`config.mk`:
```
export PLATFORM = sky130hd
export DESIGN_NAME = hlrt_front
export DESIGN_NICKNAME = d
export VERILOG_FILES = /design/src/rtl/core/hlrt_pkg.sv /design/src/rtl/core/hlrt_front.sv
export SDC_FILE = /design/constraint.sdc
export NUM_CORES = 1
export LEC_CHECK = 0
export BUFFER_PORTS_ARGS = -buffer_cell sky130_fd_sc_hd__buf_2
export CORE_ASPECT_RATIO = 1.2
export CORE_MARGIN = 2
export CORE_UTILIZATION = 35
export CTS_CLUSTER_DIAMETER = 50
export CTS_CLUSTER_SIZE = 30
export DETAILED_ROUTE_END_ITERATION = 12
export PLACE_DENSITY = 0.63
export SYNTH_ARGS = -nofsm -noshare
export SYNTH_HDL_FRONTEND = slang
export SYNTH_SLANG_ARGS = --single-unit
```
`constraint.sdc`:
```
create_clock -name clk -period 17.75 [get_ports clk]
set_input_delay 0.8875 -clock clk [delete_from_list [all_inputs] [get_ports clk]]
set_output_delay 0.8875 -clock clk [all_outputs]
set_load 0.05 [all_outputs]
```
`src/rtl/core/hlrt_pkg.sv`:
```
// Shared types and constants for the hashed LRU resource table.
package hlrt_pkg;

  // Table geometry; the port widths are sized for these values.
  localparam int unsigned ENTRY_COUNT = 2048;
  localparam int unsigned SLOT_COUNT  = 512;

  // Bit position where the resource type starts inside the high key word.
  localparam int unsigned TYPE_LSB = 32;
  localparam int unsigned TYPE_W = 32;

  // Operation class decided by the front end for each transaction.
  typedef enum logic [1:0] {
    OP_FIND,
    OP_INSERT,
    OP_UPDATE,
    OP_NOP
  } op_t;

  // One queued command travelling from the front end to the back end.
  typedef struct packed {
    op_t         op;
    logic [63:0] key_low;
    logic [63:0] key_high;
    logic [10:0] target_entry;
    logic [63:0] new_payload;
  } item_t;

  // Queue head as seen by the back end.
  typedef struct packed {
    logic  valid;
    item_t item;
  } queue_head_t;

endpackage

```
`src/rtl/core/hlrt_front.sv`:
```
// Front end: accepts input transactions, classifies them and queues them.
module hlrt_front import hlrt_pkg::*; (
  input  logic        clk,
  input  logic        rst,
  input  logic        in_valid,
  output logic        in_ready,
  input  logic        cmd,
  input  logic        add_if_missing,
  input  logic [63:0] key_low,
  input  logic [63:0] key_high,
  input  logic [10:0] target_entry,
  input  logic [63:0] new_payload,
  input  logic        hold,
  input  logic        q_pop,
  output queue_head_t q_head
);

  item_t       ent [2];
  logic        wr_ptr;
  logic        rd_ptr;
  logic [1:0]  count;
  logic        push;
  logic        in_range;
  item_t       new_item;

  // Classify the incoming transaction.
  assign in_range = 32'(target_entry) < ENTRY_COUNT;

  always_comb begin
    new_item.key_low      = key_low;
    new_item.key_high     = key_high;
    new_item.target_entry = target_entry;
    new_item.new_payload  = new_payload;
    if (cmd) begin
      new_item.op = in_range ? OP_UPDATE : OP_NOP;
    end else begin
      new_item.op = add_if_missing ? OP_INSERT : OP_FIND;
    end
  end

  assign in_ready = (count != 2'd2) && !hold;
  assign push = in_valid && in_ready;

  // Two-entry queue toward the back end.
  always_ff @(posedge clk) begin
    if (push) begin
      ent[wr_ptr] <= new_item;
    end
  end

  always_ff @(posedge clk) begin
    if (rst) begin
      wr_ptr <= 1'b0;
      rd_ptr <= 1'b0;
      count  <= 2'd0;
    end else begin
      if (push) begin
        wr_ptr <= !wr_ptr;
      end
      if (q_pop) begin
        rd_ptr <= !rd_ptr;
      end
      count <= count + 2'(push) - 2'(q_pop);
    end
  end

  assign q_head.valid = count != 2'd0;
  assign q_head.item  = ent[rd_ptr];

endmodule

```
# Yosys cells after proc, flatten, opt, wreduce, memory -nomap -nowiden
# Memory sizes are Yosys's and may differ from the RTL's. A register that Yosys moved wholly into a read port is not among the register bits.
# Index checks and enable logic that the tools add are counted.
dict set report totals {
  register_bits 4
  latchBits 0
  ram_bits 410
  romBits 0
  mem_count 1
}
# memory depth width rd rd_clocked_by_memory_dff write_ports line_no
set mem_list {}
lappend mem_list {ent 2 205 1 1 1 hlrt_front.sv:18} ;# item_t ent [2];
dict set report op_classes {
  add_sub_neg 2
  n_mul 0
  n_div 0
  order_cmp 0
  n_eq_ne 1
  shifts 0
  n_mux 6
  bitwise_logic 0
  reduce_logical 6
}
# operator count
set op_table {}
lappend op_table {{$mux 1} 5}
lappend op_table {{$logic_not 1->1} 3}
lappend op_table {{$add 2x1->2} 1}
lappend op_table {{$logic_and 1x1->1} 2}
lappend op_table {{$mux 2} 1}
lappend op_table {{$ne 2x2->1 const B} 1}
lappend op_table {{$reduce_bool 2->1} 1}
lappend op_table {{$sub 2x1->2} 1}

# Logic depth before layout (Yosys ltp)
# Gate-level depths: netlist (run 1).
dict set report depth {
  depth_word 5
  mapped_depth 9
}

# Worst setup path after synthesis (run 1)
# Ideal clock, no wire load.
dict set report synth_timing {
  kind {input port to flip-flop}
  start {in hold}
  end {mem ent[1][0] (netlist bit), enable pin}
  setup_ps 592
  t_arrival_ps 6474
  slack_ps 10684
  stages 2
  n_path_buf 0
  cell_sequence {nor2_1 and3_1}
}
dict set report synth_between {
  elab_chain_len 5
}
# element line_no
set synth_lines {}
lappend synth_lines {{start, declared} hlrt_front.sv:13} ;# input logic hold,
lappend synth_lines {{$logic_not 1->1} hlrt_front.sv:41} ;# assign in_ready = (count != 2'd2) && !hold;
lappend synth_lines {{$logic_and 1x1->1} hlrt_front.sv:41}
lappend synth_lines {{$logic_and 1x1->1} hlrt_front.sv:42} ;# assign push = in_valid && in_ready;
lappend synth_lines {{$mux 1} hlrt_front.sv:46} ;# if (push) begin
lappend synth_lines {{$mux 1 (implied by the code)} hlrt_front.sv:47} ;# ent[wr_ptr] <= new_item;
lappend synth_lines {{end, declared} hlrt_front.sv:18}
# Every way passes these cells.

==> metrics.md, run 1 <==
| Metric | Value |
|---|---|
| Status | complete, no violations |
| Setup Viol. Count Final | 0 |
| # rows | 84 |
| Initial antenna violation count | 14 |
| Vias | 7702 |
| Worst slew pin tran | 1.13 ns |
| DRC viols | 0 |
| Die ar. | 46400 um^2 |
| Filler instances | 3920 |
| Syn_area_per_cell | between 20 and 25 um^2 |
| Crit. End Element | primary output |
| DR vias/cell | 4.54 |
| TritonRoute pass-1 iters | 4 |
| Met1 wire length | 12000 um |
| Register area share after synthesis | a little under 80% |
| Reg2reg start | count[1] |
| Worst Hold Launch | wr_ptr |
| Critical Path Source Type | register |
| Layout Cells excl Fill | around 1700 |
| Width of the die | 197 um |
| CTS Root Cell | clkbuf_16 |
| CTS tree | yes |
| Layout cells sized above 1 | roughly 62% |
| First-pass GRT wire length | 47500 um |
| Wirelength per Cell | approximately 19 um |
| Total GRT Usage | a little over an eighth |
| Initial drt markers | between 300 and 400 |
| Post-synth cell types | 19 |
| Setup_tns | 0 ns |
| Largest net degree at the start of global routing | 78 |
| Clk sinks | 415 |
| Slew margin rel. | 24.8% |
| Hold Path End | wr_ptr |
| Commonest non-fill, non-tap cell in the layout | buf_2 |
| GPL Wtd Cong | 0.785 |
| Syn Inst Count | 664 |
| Worst Path Max Fanout | 61 |
| Final Core Density | 44.6% |
| Critical Path AT | 3.78 ns |
| Hold_buf cts | 0 |
| Die Y-Extent | 236 um |
| Worst Reg-to-Reg Cells | 4 |
| Clk Latency, worst-skew pair | 0.55 ns |
| Cell Pwr Density | 123 nW/um^2 |
| IO Count | 417 |
| Total CTS buffers | 36 |
| Fmax | 0.214 GHz |
| Final worst clock skew | between 0.02 and 0.025 ns |
| Clk buf depth | 3 |
| Final hold slack | 0.513 ns |
| Hold Path Depth | 2 |
| Total setup buffers inserted after CTS | 0 |
| Syn_nets | 876 |
| WL met3 | roughly 2700 um |
| Total global routing overflow | 0 |
| Starting Density | 35.6% |
| PortBufs | 416 |
| Setup CP Type | reg -> out |
| Slew Limit Fails | 0 |
| Area growth syn-to-layout | 25.2% |
| Static leakage | 7.50 nW |
| Antenna Nets Post-Route | 0 |
| FF-to-FF End | ent[1][17] |
| Dpl ws | 13.59 ns |
| Post-placement cell count | 1623 |
| Cell area after synthesis | ~16000 um^2 |
| WP data required | 16.86 ns |
| Post_cts resized | 0 |
| Vias in the first global route | 8139 |
| Fin. Hold Viols | 0 |
| Yosys reg bits | 415 |
| Top Layer Used | met5 |
| Hpwl dp | ~23000 um |
| Metal2 WL | around 17000 um |
| Hold crit path type | reg -> reg |
| Warnings from Yosys | 0 |
| WL final | 32700 um |
| Final Critical Period | 4.67 ns |
| Reg2Reg Setup Slack | 14.83 ns |
| H-tree depth | 2 |
| PnR worst setup slack | 13.08 ns |
| RSZ-0062 raised after global routing | false |
| Peak VDD IR | roughly 86 uV |
| Core ar. | ~44000 um^2 |
| Clock transition at the registers of the reported paths | 0.07 ns |
| Max Cap Viol | 0 |
| NumNets Final | 1314 |
| Fin crit share | between 20% and 30% |
| Most frequent cells in the layout | 416 x buf_2, 410 x edfxtp_1, 150 x mux2_4 |
area by class of cell:
cell class	count	area (um^2)	area share, %
clock buffer	39	943	4.82
tap	559	699	3.57
clock inverter	25	348	1.78
antenna	11	27.5	0.141
sequential	415	12400	63.4
inverter	2	15.0	0.0767
multi-input combinational	224	3000	15.3
timing repair buffer	423	2130	10.9
cell usage after synthesis:
cell type  instances  area (um^2)
a21oi_1            1         5.00
or3_1              1         6.26
edfxtp_1         410        12300
buf_6             18          203
nor2b_1            3         18.8
or2_2              1         6.26
nor2_1             4         15.0
xnor2_1            2         17.5
and3_1             1         6.26
nand2b_1           1         6.26
buf_2              5         25.0
xor2_1             1         8.76
mux2_2            55          619
ha_1               2         25.0
o21ai_0            1         5.00
inv_1              2         7.51
dfxtp_1            5          100
mux2_4           150         2250
nand2_1            1         3.75
registers in the layout (all words and copies together) (netlist names), named ones only:
| name | flops |
|---|---|
| count | 2 |
| wr_ptr | 1 |
| rd_ptr | 1 |
| ent | 410 |
worst max-delay path, cell delays in order (launching register included):
cell and delay (ns):
dfxtp_4 0.85, buf_4 0.72, buf_4 0.83, mux2_2 0.42, buf_2 0.21
layer usage:
| metal | global-route usage (%) | vias to the layer above |
|---|---|---|
| met4 | 7.20 | 6 |
| met3 | 4.83 | 82 |
| met2 | 23.3 | 306 |
| li1 | - | 3535 |
| met5 | 0 | - |
| met1 | 14.7 | 3773 |
cells by family (layout without fill, tap and decap cells):
kind of cell,Yosys count,after routing,synth area share [%]
adders and majority gates,2,2,0.160
DFF,415,415,79.3
buffers and inverters,25,489,1.50
and+or+nand+nor,12,12,0.400
muxes,205,205,18.4
other,0,11,0
xor gates and xnor gates,3,3,0.168
AOI/OAI and AO/OA,2,2,0.0639
power breakdown:
group	internal [W]	switching [W]	total (W)
Clock	0.000464	0.000378	0.000841
Combinational	0.000127	0.000279	0.000406
Sequential	0.00114	0.0000180	0.00115
Total	0.00173	0.000675	0.00240
worst max path at each step:
stage,from,endpoint,slack [ns],cells after the start
floorplan,hold,ent[1][0],10.68,2
global placement,register,q_head[52],13.65,4
detailed placement,register,q_head[14],13.59,4
CTS,register,q_head[14],12.98,4
global route,register,q_head[34],12.85,4
finish,register,q_head[34],13.08,4
through the flow:
stage / power, W / area, um^2
after floorplan: 0.00150 / 15600
after global placement: 0.00158 / 18300
after detailed placement: 0.00159 / 18300
after CTS: 0.00244 / 19600
after global routing: 0.00249 / 19600
final: 0.00240 / 19600
Note: power is estimated with default switching activity, not from simulation.
==> inputs of run 2 (changes only) <==
--- a/config.mk
+++ b/config.mk
@@ -5,6 +5,7 @@
 export SDC_FILE = /design/constraint.sdc
 export NUM_CORES = 1
 export LEC_CHECK = 0
+export ABC_AREA = 1
 export BUFFER_PORTS_ARGS = -buffer_cell sky130_fd_sc_hd__buf_2
 export CORE_ASPECT_RATIO = 1.2
 export CORE_MARGIN = 2
@@ -12,7 +13,7 @@
 export CTS_CLUSTER_DIAMETER = 50
 export CTS_CLUSTER_SIZE = 30
 export DETAILED_ROUTE_END_ITERATION = 12
-export PLACE_DENSITY = 0.63
+export PLACE_DENSITY = 0.65
 export SYNTH_ARGS = -nofsm -noshare
 export SYNTH_HDL_FRONTEND = slang
 export SYNTH_SLANG_ARGS = --single-unit
==> constraint.sdc (replaced) <==
create_clock -name clk -period 3.9 [get_ports clk]
set_input_delay 0.195 -clock clk [delete_from_list [all_inputs] [get_ports clk]]
set_output_delay 0.195 -clock clk [all_outputs]
set_load 0.05 [all_outputs]
==> run 2 against run 1 <==
Combinational power rose to 4.6 times the previous value; final area rose by 11%; clock power rose to 4.6 times the previous value; setup slack got worse by 12 ns; critical path depth fell by 1; highest routed layer unchanged; flip-flop and latch count did not move; non-clock buffer count rose by 210; largest cell class unchanged; sequential power rose to 4.5 times the previous value; hold slack got worse by 0.41 ns; die area rose by 0.12%.
==> metrics.md, run 2 <==
| Metric | Value |
|---|---|
| Post_cts resized | 0 (unchanged) |
| Top cells by area, synth | edfxtp_1 79%, mux2_4 14%, mux2_2 4.0% (unchanged) |
| Critical path's slowest cell | dfxtp_4 (unchanged) |
| CTS Root Cell | clkbuf_16 (unchanged) |
| Starting Density | 35.6% (about the same) |
| Cell Pwr Density | 499 nW/um^2 (was 123 nW/um^2) |
| Number of flops mapped to enable cells by yosys | 410 (unchanged) |
| Critical Path Source Type | register (unchanged) |
| Max FFs per register | 410 (unchanged) |
| Syn_nets | 886 (was 876) |
| TritonRoute pass-1 iters | 4 (unchanged) |
| Setup Viol. Count Final | 0 (unchanged) |
| Crit. End Element | primary output (unchanged) |
| Area growth syn-to-layout | 39.1% (was 25.2%) |
| Clk sinks | 415 (unchanged) |
| PnR worst setup slack | 1.40 ns (was 13.08 ns) |
| Initial drt markers | 331 (was 363) |
| Syn_area_per_cell | 23.2 um^2 (was 23.6 um^2) |
| Commonest non-fill, non-tap cell in the layout | buf_2 (unchanged) |
| Syn Inst Count | 674 (was 664) |
| Slew Limit Fails | 0 (unchanged) |
| Final Critical Period | 2.50 ns |
| Static leakage | 8.42 nW (was 7.50 nW) |
| Width of the die | 197 um (about the same) |
| Worst Path Max Fanout | 30 (was 61) |
| Dpl ws | 1.95 ns (was 13.59 ns) |
| CP cell instances | buf_4 -> mux2_2 -> buf_2 (was buf_4 -> buf_4 -> mux2_2 -> buf_2) |
| Yosys reg bits | 415 (unchanged) |
| Cell area after synthesis | 15700 um^2 (was 15600 um^2) |
| Post-synth cell types | 15 (was 19) |
| Die Y-Extent | 236 um (about the same) |
| Final worst clock skew | 0.0121 ns (was 0.0239 ns) |
| Antenna Nets Post-Route | 0 (unchanged) |
| Warnings from Yosys | 0 (unchanged) |
| Pwr Total | 0.0109 W (was 0.00240 W) |
| DRC viols | 0 (unchanged) |
| Clk Latency, worst-skew pair | 0.54 ns (was 0.55 ns) |
| Core ar. | 44000 um^2 (was 43900 um^2) |
| Synth area leader | edfxtp_1 (unchanged) |
| Fin crit share | 64.0% |
| Total GRT Usage | 14.5% (was 13.6%) |
| Initial antenna violation count | 5 (was 14) |
| Hpwl dp | 21900 um (was 22600 um) |
| Layout Cells excl Fill | 1913 (was 1698) |
| GPL Wtd Cong | 0.764 (was 0.785) |
| Die ar. | 46500 um^2 (was 46400 um^2) |
| WL final | 34400 um (was 32700 um) |
| Critical Path AT | 2.30 ns (was 3.78 ns) |
| Largest Register | ent (unchanged) |
| Largest regs | ent x410, count x2 (unchanged) |
| Clk buf depth | 3 (unchanged) |
| First-pass GRT wire length | 51700 um (was 47500 um) |
| NumNets Final | 1536 (was 1314) |
| CTS tree | yes (unchanged) |
| Commonest cells post-synth | 410 x edfxtp_1, 150 x mux2_4, 55 x mux2_2 (unchanged) |
| H-tree depth | 2 (unchanged) |
| DR vias/cell | 4.48 (was 4.54) |
| Vias | 8564 (was 7702) |
| CP max stage delay | 0.64 ns (was 0.85 ns) |
| PortBufs | 416 (unchanged) |
| # rows | 84 (unchanged) |
| Wirelength per Cell | 18.0 um (was 19.3 um) |
| WP data required | 3.70 ns (was 16.86 ns) |
| Vias in the first global route | 9297 (was 8139) |
| RSZ-0062 raised after global routing | false (unchanged) |
| Peak VDD IR | 413 uV (was 86.1 uV) |
| Most frequent cells in the layout | 416 x buf_2, 410 x edfxtp_1, 208 x dlygate4sd3_1 (was 416 x buf_2, 410 x edfxtp_1, 150 x mux2_4) |
| Asr flop ratio synth | 0% (unchanged) |
| Final Core Density | 49.5% (was 44.6%) |
| Slew margin rel. | 28.6% (was 24.8%) |
| Total global routing overflow | 0 (unchanged) |
| Most common cell in the netlist | edfxtp_1 (unchanged) |
| Total CTS buffers | 38 (was 36) |
| Fin. Hold Viols | 0 (unchanged) |
| Main synth FF type | edfxtp_1 (unchanged) |
| Setup CP Type | reg -> out (unchanged) |
| Final hold slack | 0.105 ns (was 0.513 ns) |
| Worst slew pin tran | 1.07 ns (was 1.13 ns) |
| Status | complete, no violations (unchanged) |
| Post-synth top area share | 78.6% (was 78.7%) |
| Layout cells sized above 1 | 52.0% (was 61.5%) |
| Fmax | about 0.40 GHz |
| Clock transition at the registers of the reported paths | 0.06 ns (was 0.07 ns) |
| Post-placement cell count | 1635 (was 1623) |
| Max Cap Viol | 0 (unchanged) |
| IO Count | 417 (unchanged) |
| Hold crit path type | in -> reg (was reg -> reg) |
| Register area share after synthesis | 79.2% (was 79.3%) |
| Largest net degree at the start of global routing | 143 (was 78) |
-- run 2: cell types whose count changed in the layout (fill, tap and decap cells not counted), sizes merged, moves of 2 or more --
cell / change
clkinv: +2
inv: +3
nand2: +4
clkbuf: +3
nor2b: -3
nand3: +2
dlygate4sd3: +208
nor2: +3
diode: -10
clkinvlp: +4
buf: +2
-- run 2: timing repair --
action	CTS	global route
endpoints found under the hold margin	415	0
setup buffers	0	0
hold buffers	208	0
setup endpoints to repair	0	0
-- run 2: area by class of cell --
| class | instances | area [um^2] |
|---|---|---|
| clock inverter | 27 | 324 |
| fill | 3637 | 22300 |
| multi-input combinational | 227 | 3010 |
| timing repair buffer | 633 | 4310 |
| tap | 559 | 699 |
| sequential | 415 | 12400 |
| clock buffer | 42 | 987 |
| antenna | 1 | 2.50 |
| inverter | 9 | 37.5 |
-- run 2: metal layers --
layer,track usage (%),part of all wire [%],vias up
li1,-,-,3972
met1,15.5,37,4226
met2,26.2,52,278
met3,4.43,6.3,80
met4,6.54,3.9,8
met5,0,0.17,-
-- run 2: per-stage QoR --
step	TNS, ns	cell area, um^2
after floorplan	-39.11	15700
after global placement	0	18400
after detailed placement	0	18400
after CTS	0	21800
after global routing	0	21800
final	0	21800
-- run 2: kinds of logic (layout without fill, tap and decap cells) --
group                    Yosys count  after routing  share of synthesized area [%]
adder cells (fa/ha/maj)            2              2                          0.160
other                              0              1                              0
AND/OR/NAND/NOR                   17             17                          0.471
AO/OA/AOI/OAI                      2              2                         0.0639
buffers and inverters             32            711                           1.67
flip-flops                       415            415                           79.2
XOR/XNOR                           1              1                         0.0559
multiplexers                     205            205                           18.3
-- run 2: path summary, 6_finish.rpt --
check	startpoint	to	slack, ns	cells after the start
max	register	q_head[2]	1.40	3
min	hold	wr_ptr	0.10	6
max reg2reg	count[0]	ent[0][123]	2.00	5
min reg2reg	rd_ptr	rd_ptr	0.53	2
-- run 2: power by group --
group | internal [W] | switching [W]
clock network | 0.00216 | 0.00168
logic | 0.000671 | 0.00119
registers | 0.00511 | 0.0000563
total | 0.00794 | 0.00293
-- run 2: critical path, delay by kind of cell, from the launching register on --
family | cells | cell delay, ns
DFF | 1 | 0.64
buffers and inverters | 2 | 0.69
muxes | 1 | 0.40
